`config.mk`:
```
export PLATFORM = sky130hd
export DESIGN_NAME = seven_segment_text_display_scanner_top_flat
export DESIGN_NICKNAME = d
export VERILOG_FILES = /design/src/rtl/sssd_pkg.sv /design/src/rtl/sssd_cmd_if.sv /design/src/rtl/sssd_drv_if.sv /design/src/rtl/seven_segment_text_display_scanner_top.sv /design/src/rtl/sssd_in_stage.sv /design/src/rtl/sssd_core.sv /design/src/flat_wrapper.sv
export SDC_FILE = /design/constraint.sdc
export NUM_CORES = 1
export LEC_CHECK = 0
export BUFFER_PORTS_ARGS = -buffer_cell sky130_fd_sc_hd__buf_4
export CORE_UTILIZATION = 56
export DETAILED_ROUTE_END_ITERATION = 6
export PLACE_DENSITY = 0.77
export SETUP_SLACK_MARGIN = 0.3
export SLEW_MARGIN = 20
export SYNTH_ARGS = -nofsm -noshare
export SYNTH_HDL_FRONTEND = slang
export SYNTH_SLANG_ARGS = --single-unit
export TNS_END_PERCENT = 50
```
`constraint.sdc`:
```
create_clock -name clk -period 3.1 [get_ports clk]
set_clock_uncertainty 0.1 [all_clocks]
set_input_delay 0.155 -clock clk [delete_from_list [all_inputs] [get_ports clk]]
set_output_delay 0.155 -clock clk [all_outputs]
set_load 0.01 [all_outputs]
```
`src/rtl/sssd_pkg.sv`:
```
`timescale 1ns / 1ps
`default_nettype none

package sssd_pkg;

    localparam int NUM_DIGITS   = 4;
    localparam int NUM_SECTIONS = 5;
    localparam int CELL_LIMIT   = (NUM_DIGITS < NUM_SECTIONS) ? NUM_DIGITS : NUM_SECTIONS;
    localparam bit HAS_IND      = (NUM_DIGITS < NUM_SECTIONS);

    localparam int ACT_W  = 4;
    localparam int CHAR_W = 8;
    localparam int SEC_W  = 3;
    localparam int SEG_W  = 8;

    localparam logic [SEC_W-1:0] DIGITS_C    = SEC_W'(NUM_DIGITS);
    localparam logic [SEC_W-1:0] CELL_LIM_C  = SEC_W'(CELL_LIMIT);
    localparam logic [SEC_W:0]   SECTIONS_C  = (SEC_W + 1)'(NUM_SECTIONS);

    localparam logic [SEG_W-1:0] PT_BIT     = 8'h10;
    localparam logic [SEG_W-1:0] PAT_MINUS  = 8'd128;
    localparam logic [SEG_W-1:0] PAT_UNDER  = 8'd8;
    localparam logic [SEG_W-1:0] PAT_QUEST  = 8'd163;
    localparam logic [SEG_W-1:0] PAT_SLASH  = 8'd162;
    localparam logic [SEG_W-1:0] PAT_STAR   = 8'd195;
    localparam logic [SEG_W-1:0] MARK_COLON = 8'd3;
    localparam logic [SEG_W-1:0] MARK_UPPER = 8'd4;

    typedef enum logic [ACT_W-1:0] {
        ACT_TICK       = 4'd0,
        ACT_CLEAR      = 4'd1,
        ACT_PUT        = 4'd2,
        ACT_POINT_LAST = 4'd3,
        ACT_POINT_ON   = 4'd4,
        ACT_POINT_OFF  = 4'd5,
        ACT_COLON_ON   = 4'd6,
        ACT_COLON_OFF  = 4'd7,
        ACT_UPPER_ON   = 4'd8,
        ACT_UPPER_OFF  = 4'd9,
        ACT_LOAD       = 4'd10
    } action_t;

    typedef struct packed {
        logic [ACT_W-1:0]  action;
        logic [CHAR_W-1:0] char_code;
        logic [SEC_W-1:0]  position;
    } item_t;

    typedef struct packed {
        logic              drive_valid;
        logic [SEC_W-1:0]  section;
        logic [SEG_W-1:0]  segments;
        logic              point_line;
        logic [SEC_W-1:0]  cursor;
    } result_t;

    typedef logic [SEG_W-1:0] cell_buf_t [NUM_SECTIONS];

    localparam logic [SEG_W-1:0] ROM_DIGIT [10] = '{
        8'd111, 8'd6, 8'd171, 8'd143, 8'd198, 8'd205, 8'd237, 8'd7, 8'd239, 8'd207
    };
    localparam logic [SEG_W-1:0] ROM_UPPER [26] = '{
        8'd231, 8'd239, 8'd105, 8'd111, 8'd233, 8'd225, 8'd109, 8'd230, 8'd6,
        8'd14, 8'd234, 8'd104, 8'd99, 8'd103, 8'd111, 8'd227, 8'd199, 8'd97,
        8'd205, 8'd232, 8'd110, 8'd110, 8'd108, 8'd15, 8'd198, 8'd171
    };
    localparam logic [SEG_W-1:0] ROM_LOWER [26] = '{
        8'd175, 8'd236, 8'd168, 8'd174, 8'd235, 8'd225, 8'd207, 8'd228, 8'd4,
        8'd15, 8'd234, 8'd104, 8'd164, 8'd164, 8'd172, 8'd227, 8'd119, 8'd160,
        8'd205, 8'd232, 8'd44, 8'd44, 8'd44, 8'd140, 8'd206, 8'd171
    };

    // character rom, unknown codes blank
    function automatic logic [SEG_W-1:0] char_pattern(input logic [CHAR_W-1:0] c);
        logic [CHAR_W-1:0] off;
        logic [SEG_W-1:0]  pat;
        off = '0;
        pat = '0;
        if (c >= 8'h61 && c <= 8'h7a)
        begin
            off = c - 8'h61;
            pat = ROM_LOWER[off[4:0]];
        end
        else if (c >= 8'h41 && c <= 8'h5a)
        begin
            off = c - 8'h41;
            pat = ROM_UPPER[off[4:0]];
        end
        else if (c >= 8'h30 && c <= 8'h39)
        begin
            off = c - 8'h30;
            pat = ROM_DIGIT[off[3:0]];
        end
        else if (c == 8'h2d)
            pat = PAT_MINUS;
        else if (c == 8'h5f)
            pat = PAT_UNDER;
        else if (c == 8'h3f)
            pat = PAT_QUEST;
        else if (c == 8'h2f)
            pat = PAT_SLASH;
        else if (c == 8'h2a)
            pat = PAT_STAR;
        return pat;
    endfunction

    // second cell for wide letters
    function automatic logic [SEG_W-1:0] tail_pattern(input logic [CHAR_W-1:0] c);
        logic [SEG_W-1:0] pat;
        case (c)
            8'h4d:   pat = 8'd71;
            8'h6d:   pat = 8'd164;
            8'h57:   pat = 8'd46;
            8'h77:   pat = 8'd44;
            8'h58:   pat = 8'd105;
            8'h78:   pat = 8'd168;
            default: pat = 8'd0;
        endcase
        return pat;
    endfunction

endpackage

`default_nettype wire

```
`src/rtl/sssd_cmd_if.sv`:
```
`timescale 1ns / 1ps
`default_nettype none

interface sssd_cmd_if;
    logic                         valid;
    logic                         ready;
    logic [sssd_pkg::ACT_W-1:0]   action;
    logic [sssd_pkg::CHAR_W-1:0]  char_code;
    logic [sssd_pkg::SEC_W-1:0]   position;

    modport source (output valid, output action, output char_code, output position,
                    input ready);
    modport sink (input valid, input action, input char_code, input position,
                  output ready);
endinterface

`default_nettype wire

```
`src/rtl/sssd_drv_if.sv`:
```
`timescale 1ns / 1ps
`default_nettype none

interface sssd_drv_if;
    logic                        valid;
    logic                        ready;
    logic                        drive_valid;
    logic [sssd_pkg::SEC_W-1:0]  section;
    logic [sssd_pkg::SEG_W-1:0]  segments;
    logic                        point_line;
    logic [sssd_pkg::SEC_W-1:0]  cursor;

    modport source (output valid, output drive_valid, output section, output segments,
                    output point_line, output cursor, input ready);
    modport sink (input valid, input drive_valid, input section, input segments,
                  input point_line, input cursor, output ready);
endinterface

`default_nettype wire

```
`src/rtl/seven_segment_text_display_scanner_top.sv`:
```
// path: a command is held in the input register, and its result in the result register
// throughput: one transaction per cycle while the drive side is ready; the core state update sits
// between the input register and the result register
// reset: buffers, write cursor, scan index and pending load clear at once; no clearing pass
`timescale 1ns / 1ps
`default_nettype none

module seven_segment_text_display_scanner_top (
    input  wire logic  clk,
    input  wire logic  rst_n,
    sssd_cmd_if.sink   cmd,
    sssd_drv_if.source drv
);

    // command transaction as a packed item
    sssd_pkg::item_t   in_item;
    sssd_pkg::item_t   item;
    logic              item_valid;
    logic              take;
    logic              out_valid;
    sssd_pkg::result_t result;

    assign in_item.action    = cmd.action;
    assign in_item.char_code = cmd.char_code;
    assign in_item.position  = cmd.position;

    // input register: frees the command side while the core works
    sssd_in_stage u_in_stage (
        .clk        (clk),
        .rst_n      (rst_n),
        .in_valid   (cmd.valid),
        .in_ready   (cmd.ready),
        .in_item    (in_item),
        .item_valid (item_valid),
        .item       (item),
        .take       (take)
    );

    // display state, character rom and the result register
    sssd_core u_core (
        .clk        (clk),
        .rst_n      (rst_n),
        .item_valid (item_valid),
        .item       (item),
        .take       (take),
        .out_valid  (out_valid),
        .out_ready  (drv.ready),
        .result     (result)
    );

    // drive side
    assign drv.valid       = out_valid;
    assign drv.drive_valid = result.drive_valid;
    assign drv.section     = result.section;
    assign drv.segments    = result.segments;
    assign drv.point_line  = result.point_line;
    assign drv.cursor      = result.cursor;

    // cursor never runs past the last digit cell
    a_cursor_range: assert property (@(posedge clk) disable iff (!rst_n)
        drv.valid |-> (drv.cursor <= sssd_pkg::DIGITS_C))
        else $error("write cursor beyond digit cells");

    // command results carry no drive
    a_idle_drive: assert property (@(posedge clk) disable iff (!rst_n)
        (drv.valid && !drv.drive_valid) |->
            (drv.segments == '0 && drv.section == '0 && !drv.point_line))
        else $error("non-tick result carries a drive");

    // scanned section is a real one and the point line follows the pattern
    a_scan_section: assert property (@(posedge clk) disable iff (!rst_n)
        (drv.valid && drv.drive_valid) |->
            ({1'b0, drv.section} < sssd_pkg::SECTIONS_C && drv.point_line == drv.segments[4]))
        else $error("bad scan drive");

    // a held command is not taken when the result side is full and stalled
    a_no_overrun: assert property (@(posedge clk) disable iff (!rst_n)
        (out_valid && !drv.ready) |-> !take)
        else $error("core advanced into a stalled result");

endmodule

`default_nettype wire

```
`src/rtl/sssd_in_stage.sv`:
```
`timescale 1ns / 1ps
`default_nettype none

module sssd_in_stage (
    input  wire logic            clk,
    input  wire logic            rst_n,
    input  wire logic            in_valid,
    output logic                 in_ready,
    input  wire sssd_pkg::item_t in_item,
    output logic                 item_valid,
    output sssd_pkg::item_t      item,
    input  wire logic            take
);

    logic            valid_reg;
    logic            valid_next;
    sssd_pkg::item_t item_reg;

    assign in_ready = !valid_reg || take;

    always_comb
    begin
        valid_next = valid_reg;
        if (in_valid && in_ready)
            valid_next = 1'b1;
        else if (take)
            valid_next = 1'b0;
    end

    always_ff @(posedge clk or negedge rst_n)
    begin
        if (!rst_n)
            valid_reg <= 1'b0;
        else
            valid_reg <= valid_next;
    end

    always_ff @(posedge clk)
    begin
        if (in_valid && in_ready)
            item_reg <= in_item;
    end

    assign item_valid = valid_reg;
    assign item       = item_reg;

endmodule

`default_nettype wire

```
`src/rtl/sssd_core.sv`:
```
`timescale 1ns / 1ps
`default_nettype none

module sssd_core (
    input  wire logic            clk,
    input  wire logic            rst_n,
    input  wire logic            item_valid,
    input  wire sssd_pkg::item_t item,
    output logic                 take,
    output logic                 out_valid,
    input  wire logic            out_ready,
    output sssd_pkg::result_t    result
);

    sssd_pkg::cell_buf_t back_reg, back_next;
    sssd_pkg::cell_buf_t front_reg, front_next;
    logic [sssd_pkg::SEC_W-1:0] cursor_reg, cursor_next;
    logic [sssd_pkg::SEC_W-1:0] scan_reg, scan_next;
    logic                       pending_reg, pending_next;
    logic                       out_valid_reg, out_valid_next;
    sssd_pkg::result_t          result_reg, res_next;

    logic [sssd_pkg::SEC_W-1:0] idx;
    logic [sssd_pkg::SEC_W:0]   scan_inc;
    logic [sssd_pkg::SEC_W-1:0] cur1;
    logic [sssd_pkg::SEG_W-1:0] pat;
    logic [sssd_pkg::SEG_W-1:0] tail;

    assign take = item_valid && (!out_valid_reg || out_ready);

    always_comb
    begin
        back_next    = back_reg;
        front_next   = front_reg;
        cursor_next  = cursor_reg;
        scan_next    = scan_reg;
        pending_next = pending_reg;
        res_next     = '0;
        idx          = '0;
        scan_inc     = '0;
        cur1         = cursor_reg + 1'b1;
        pat          = sssd_pkg::char_pattern(item.char_code);
        tail         = sssd_pkg::tail_pattern(item.char_code);

        case (sssd_pkg::action_t'(item.action))
            sssd_pkg::ACT_TICK:
            begin
                idx = ({1'b0, scan_reg} >= sssd_pkg::SECTIONS_C) ? '0 : scan_reg;
                res_next.drive_valid = 1'b1;
                res_next.section     = idx;
                res_next.segments    = front_reg[idx];
                res_next.point_line  = front_reg[idx][4];
                scan_inc = {1'b0, idx} + 1'b1;
                if (scan_inc >= sssd_pkg::SECTIONS_C)
                begin
                    // frame end: take the new picture if one is waiting
                    scan_next = '0;
                    if (pending_reg)
                    begin
                        front_next   = back_reg;
                        pending_next = 1'b0;
                    end
                end
                else
                    scan_next = scan_inc[sssd_pkg::SEC_W-1:0];
            end
            sssd_pkg::ACT_CLEAR:
            begin
                for (int i = 0; i < sssd_pkg::NUM_SECTIONS; i++)
                    back_next[i] = '0;
                cursor_next = '0;
            end
            sssd_pkg::ACT_PUT:
            begin
                if (cursor_reg < sssd_pkg::DIGITS_C && cursor_reg < sssd_pkg::CELL_LIM_C)
                begin
                    for (int i = 0; i < sssd_pkg::NUM_SECTIONS; i++)
                    begin
                        if (sssd_pkg::SEC_W'(i) == cursor_reg)
                            back_next[i] = (back_reg[i] & sssd_pkg::PT_BIT) | pat;
                        if (tail != '0 && cur1 < sssd_pkg::CELL_LIM_C
                            && sssd_pkg::SEC_W'(i) == cur1)
                            back_next[i] = (back_reg[i] & sssd_pkg::PT_BIT) | tail;
                    end
                    if (tail != '0 && cur1 < sssd_pkg::CELL_LIM_C)
                        cursor_next = cur1 + 1'b1;
                    else
                        cursor_next = cur1;
                end
            end
            sssd_pkg::ACT_POINT_LAST:
            begin
                if (cursor_reg != '0 && cursor_reg <= sssd_pkg::CELL_LIM_C)
                begin
                    for (int i = 0; i < sssd_pkg::NUM_SECTIONS; i++)
                        if (sssd_pkg::SEC_W'(i + 1) == cursor_reg)
                            back_next[i] = back_reg[i] | sssd_pkg::PT_BIT;
                end
            end
            sssd_pkg::ACT_POINT_ON:
            begin
                for (int i = 0; i < sssd_pkg::NUM_SECTIONS; i++)
                    if (sssd_pkg::SEC_W'(i) == item.position)
                        back_next[i] = back_reg[i] | sssd_pkg::PT_BIT;
            end
            sssd_pkg::ACT_POINT_OFF:
            begin
                for (int i = 0; i < sssd_pkg::NUM_SECTIONS; i++)
                    if (sssd_pkg::SEC_W'(i) == item.position)
                        back_next[i] = back_reg[i] & ~sssd_pkg::PT_BIT;
            end
            sssd_pkg::ACT_COLON_ON:
            begin
                for (int i = 0; i < sssd_pkg::NUM_SECTIONS; i++)
                    if (sssd_pkg::HAS_IND && i == sssd_pkg::NUM_DIGITS)
                        back_next[i] = back_reg[i] | sssd_pkg::MARK_COLON;
            end
            sssd_pkg::ACT_COLON_OFF:
            begin
                for (int i = 0; i < sssd_pkg::NUM_SECTIONS; i++)
                    if (sssd_pkg::HAS_IND && i == sssd_pkg::NUM_DIGITS)
                        back_next[i] = back_reg[i] & ~sssd_pkg::MARK_COLON;
            end
            sssd_pkg::ACT_UPPER_ON:
            begin
                for (int i = 0; i < sssd_pkg::NUM_SECTIONS; i++)
                    if (sssd_pkg::HAS_IND && i == sssd_pkg::NUM_DIGITS)
                        back_next[i] = back_reg[i] | sssd_pkg::MARK_UPPER;
            end
            sssd_pkg::ACT_UPPER_OFF:
            begin
                for (int i = 0; i < sssd_pkg::NUM_SECTIONS; i++)
                    if (sssd_pkg::HAS_IND && i == sssd_pkg::NUM_DIGITS)
                        back_next[i] = back_reg[i] & ~sssd_pkg::MARK_UPPER;
            end
            sssd_pkg::ACT_LOAD:
                pending_next = 1'b1;
            default:
            begin
                // unused codes leave everything as it is
            end
        endcase

        res_next.cursor = cursor_next;
    end

    always_comb
    begin
        out_valid_next = out_valid_reg;
        if (take)
            out_valid_next = 1'b1;
        else if (out_ready)
            out_valid_next = 1'b0;
    end

    always_ff @(posedge clk or negedge rst_n)
    begin
        if (!rst_n)
        begin
            for (int i = 0; i < sssd_pkg::NUM_SECTIONS; i++)
            begin
                back_reg[i]  <= '0;
                front_reg[i] <= '0;
            end
            cursor_reg    <= '0;
            scan_reg      <= '0;
            pending_reg   <= 1'b0;
            out_valid_reg <= 1'b0;
        end
        else
        begin
            out_valid_reg <= out_valid_next;
            if (take)
            begin
                back_reg    <= back_next;
                front_reg   <= front_next;
                cursor_reg  <= cursor_next;
                scan_reg    <= scan_next;
                pending_reg <= pending_next;
            end
        end
    end

    always_ff @(posedge clk)
    begin
        if (take)
            result_reg <= res_next;
    end

    assign out_valid = out_valid_reg;
    assign result    = result_reg;

endmodule

`default_nettype wire
```
`src/flat_wrapper.sv`:
```
// flat-port wrapper written by rule: the top's interface ports become plain ports
module seven_segment_text_display_scanner_top_flat 
  (clk, rst_n, cmd_valid, cmd_action, cmd_char_code, cmd_position, cmd_ready, drv_valid, drv_drive_valid, drv_section, drv_segments, drv_point_line, drv_cursor, drv_ready);
  sssd_cmd_if cmd_i ();
  sssd_drv_if drv_i ();
  input  wire logic clk;
  input  wire logic rst_n;
  input wire logic [$bits(cmd_i.valid)-1:0] cmd_valid;
  input wire logic [$bits(cmd_i.action)-1:0] cmd_action;
  input wire logic [$bits(cmd_i.char_code)-1:0] cmd_char_code;
  input wire logic [$bits(cmd_i.position)-1:0] cmd_position;
  output wire logic [$bits(cmd_i.ready)-1:0] cmd_ready;
  output wire logic [$bits(drv_i.valid)-1:0] drv_valid;
  output wire logic [$bits(drv_i.drive_valid)-1:0] drv_drive_valid;
  output wire logic [$bits(drv_i.section)-1:0] drv_section;
  output wire logic [$bits(drv_i.segments)-1:0] drv_segments;
  output wire logic [$bits(drv_i.point_line)-1:0] drv_point_line;
  output wire logic [$bits(drv_i.cursor)-1:0] drv_cursor;
  input wire logic [$bits(drv_i.ready)-1:0] drv_ready;
  assign cmd_i.valid = cmd_valid;
  assign cmd_i.action = cmd_action;
  assign cmd_i.char_code = cmd_char_code;
  assign cmd_i.position = cmd_position;
  assign cmd_ready = cmd_i.ready;
  assign drv_valid = drv_i.valid;
  assign drv_drive_valid = drv_i.drive_valid;
  assign drv_section = drv_i.section;
  assign drv_segments = drv_i.segments;
  assign drv_point_line = drv_i.point_line;
  assign drv_cursor = drv_i.cursor;
  assign drv_i.ready = drv_ready;
  seven_segment_text_display_scanner_top u_core (.clk(clk), .rst_n(rst_n), .cmd(cmd_i), .drv(drv_i));
endmodule
```
==> flow_summary.yaml <==
logic_synthesis:
  postSynth.asyncResetShare: 0.7479
  muxShareOfSynthArea: 0.07053
  synth_nets: 782
  yosys_warnings: 0
  synthDistinctLibCells: 83
  synth-compound-area-share: 0.2319
  synth_top_family_by_area: "compound AO/OA/AOI/OAI gates"
  synth_ff_type: "dfrtp_1"
  syn_area_um2: 7132
  avgSynthCellArea_um2: 9.612
  synth_xor_area_frac: 0.003684
  synthCells: 742
  synth_edf_count: 30
  yosysSeqAreaShare: 0.4386
  synthAdderAreaFrac: 0.03825
  ys_ff_latch: 119
  synth-simple-area-share: 0.1779
route:
  drt_pre_antenna_iters: 5
  viasPerCell: 6.454
  vias: 6467
  drt-total-wl_um: 20410
  wl_per_cell_um: 20.37
  ant_nets: 0
  remaining_drc_errors: 0
  drt_iter0_drc: 627
critical_path:
  reg2reg_depth: 10
  arrival_ps: 2950
  critical_path.max_fanout: 9
  crit_top_cell: "buf_4"
  cp.depth: 10
  rr_startpoint: "u_core.u_in_stage.item[3]"
  cp_slowest_cell: "edfxtp_1"
  reg2reg_to: "u_core.u_core.back_reg[21]"
  critical-path-top-delay-family: "simple AND/OR/NAND/NOR gates"
  critical_path_class: "flip-flop to flip-flop"
  cp-end-kind: "flip-flop"
  required_ps: 3300
  critPathLaunch: "u_core.u_in_stage.item[3]"
  critPathBufInv: 2
  crit_chain: "buf_4 > ha_1 > and3b_1 > o21ai_4 > a211oi_4 > and2_2 > o31ai_2 > buf_4 > nor2b_1 > a21oi_1"
  crit_end: "u_core.u_core.back_reg[21]"
  critPathMaxStageDelay_ps: 500
  reg2reg_slack_ps: 350
  worstSetupStartpointType: "flip-flop"
clocking:
  cts.htree.levels: 4
  clk_latency_ps: 420
  clock_sinks: 119
  root_buffer: "clkbuf_16"
  cts_buffers: 17
  path_clk_slew_ps: 60
  clock_path_buffers: 2
  tritoncts: "built"
finish:
  drive_above_1_share: 0.2530
  final_nets: 861
  design_area_um2: 8726
  layout_commonest_cell: "dfrtp_1"
  diodes: 0
  mostFrequentLayoutCells: "dfrtp_1, buf_4, nand2_1"
  postLayoutCoreUtil: 0.7145
  syn_to_final_growth_pct: 22.35
global_route:
  grt_pass1_vias: 6179
  grt_first_pass_wirelength_um: 31970
  grt-ovfl-total: 0
  grt_antenna_before_repair: 0
  gr-usage-all-layers: 0.3195
  grt_start_max_net_pins: 37
power:
  switching_share: 0.3297
  pwr-share-clk: 0.366
  leakagePower_nw: 3.608
  p_per_area_nw_per_um2: 564.5
  switchingPower_mw: 1.624
  seqPwrFrac: 0.388
  p_int_mw: 3.302
  ir_drop_mv: 0.3812
  p_comb_frac: 0.246
floorplanning:
  start_util: 0.5840
  io_pins: 37
  dieArea_um2: 13190
  die_h_um: 114.9
  die_w_um: 114.9
  row_count: 40
  core_um2: 12210
outcome:
  run_status: "completed"
placed_design:
  placed_cell_area_um2: 7722
  gp_congestion: 0.9322
  portBuffers: 36
  dpl.hpwl_um: 14250
timing:
  max_freq_ghz: 0.3635
  worst_pin_slew_ps: 781.5
  grt_setup_unrepaired: "true"
  period_share: 0.8873
  hold_viol_final: 0
  setup-tns-final_ps: 0
  min_period_ps: 2751
  relSlewSlack: 0.4790
  drv_slew: 0
  setup_viol: 0
hold_path:
  hold_class: "input port to asynchronous set/reset pin"
flow_run:
  drv_cap: 0
-- power groups by stage --
stage               clock network [mW]  logic (mW)  registers [mW]
finish                            1.80        1.21            1.91
global route                      1.88        1.30            1.93
global placement                     0        1.06            1.92
CTS                               1.81        1.13            1.90
detailed placement                   0        1.08            1.93
floorplan                            0       0.768            1.87
-- cells by family after synthesis --
family / count (synthesis)
simple gates: 257
compound gates: 230
flops: 119
buf+inv: 66
mux: 45
fa+ha+maj: 22
xor+xnor: 3
-- how the worst min path moves through the flow --
stage,start,end,slack (ps)
6_report,rst_n,u_core.u_core.front_reg[39],170
5_1_grt,rst_n,u_core.u_core.front_reg[39],210
4_1_cts,rst_n,u_core.u_core.back_reg[32],170
3_5_place_dp,rst_n,u_core.u_core.front_reg[31],60
3_3_place_gp,rst_n,u_core.u_core.front_reg[39],50
2_1_floorplan,rst_n,u_core.u_core.back_reg[0],-240
-- repair_timing --
action / in CTS / in global routing
endpoints found under the hold margin: 51 / 0
pin swaps: 0 / 14
buffers inserted: 0 / 12
setup endpoints to repair: 14 / 37
gates resized for setup: 3 / 31
hold buffers: 19 / 0
gates cloned: 0 / 1
-- Yosys cell counts, drive strengths merged (3+ instances only) --
cell type,count,area (um2)
a211oi,21,175.2
a21boi,4,30.03
a21o,4,30.03
a21oi,54,270.3
a221oi,3,26.28
a22oi,8,60.06
a2bb2oi,3,26.28
a311oi,8,70.07
a31oi,3,18.77
a32oi,3,26.28
and2,5,31.28
buf,22,113.9
clkbuf,23,86.33
clkinv,3,11.26
dfrtp,89,2227
edfxtp,30,900.9
ha,21,262.8
inv,18,67.56
mux2,42,473.0
mux2i,3,30.03
nand2,78,295.3
nand2b,19,118.9
nand3,21,105.1
nand3b,5,37.54
nor2,77,309.0
nor2b,18,112.6
nor3,10,50.05
nor3b,3,27.52
nor4,4,37.53
o211ai,18,135.1
o21ai,43,230.2
o221ai,8,87.59
o22ai,7,57.56
o311ai,4,52.56
o31ai,16,135.1
o32a,3,31.28
or2,4,25.03
xnor2,3,26.28
-- metrics by stage --
| stage | power (mW) | hold WS, ps | cells | worst slack, ps |
|---|---|---|---|---|
| floorplan | 2.642 | -240.6 | 742 | 307.8 |
| global placement | 2.977 | 53.13 | 938 | 208.3 |
| detailed placement | 3.011 | 56.06 | 938 | 172.6 |
| CTS | 4.844 | 166.8 | 989 | 269.1 |
| global route | 5.113 | 205.6 | 1002 | 272.1 |
| finish | 4.926 | 166.5 | 1002 | 349.3 |
-- metal layers --
metal  vias up  wire length (um)  GRT usage
li1       2915                 -          -
met1      3154              8299     0.4036
met2       344              9871     0.5181
met3        54              1625    0.08118
met4         0               617     0.1463
met5         -                 0          0
-- cell type report --
cell class | instances | area (um2)
Clock buffer | 19 | 454.2
Clock inverter | 13 | 95.09
Fill cell | 891 | 3486
Inverter | 21 | 86.33
Multi-Input combinational cell | 558 | 3906
Sequential cell | 119 | 3129
Tap cell | 168 | 210.2
Timing Repair Buffer | 104 | 844.6
(Power assumes the default switching activity.)
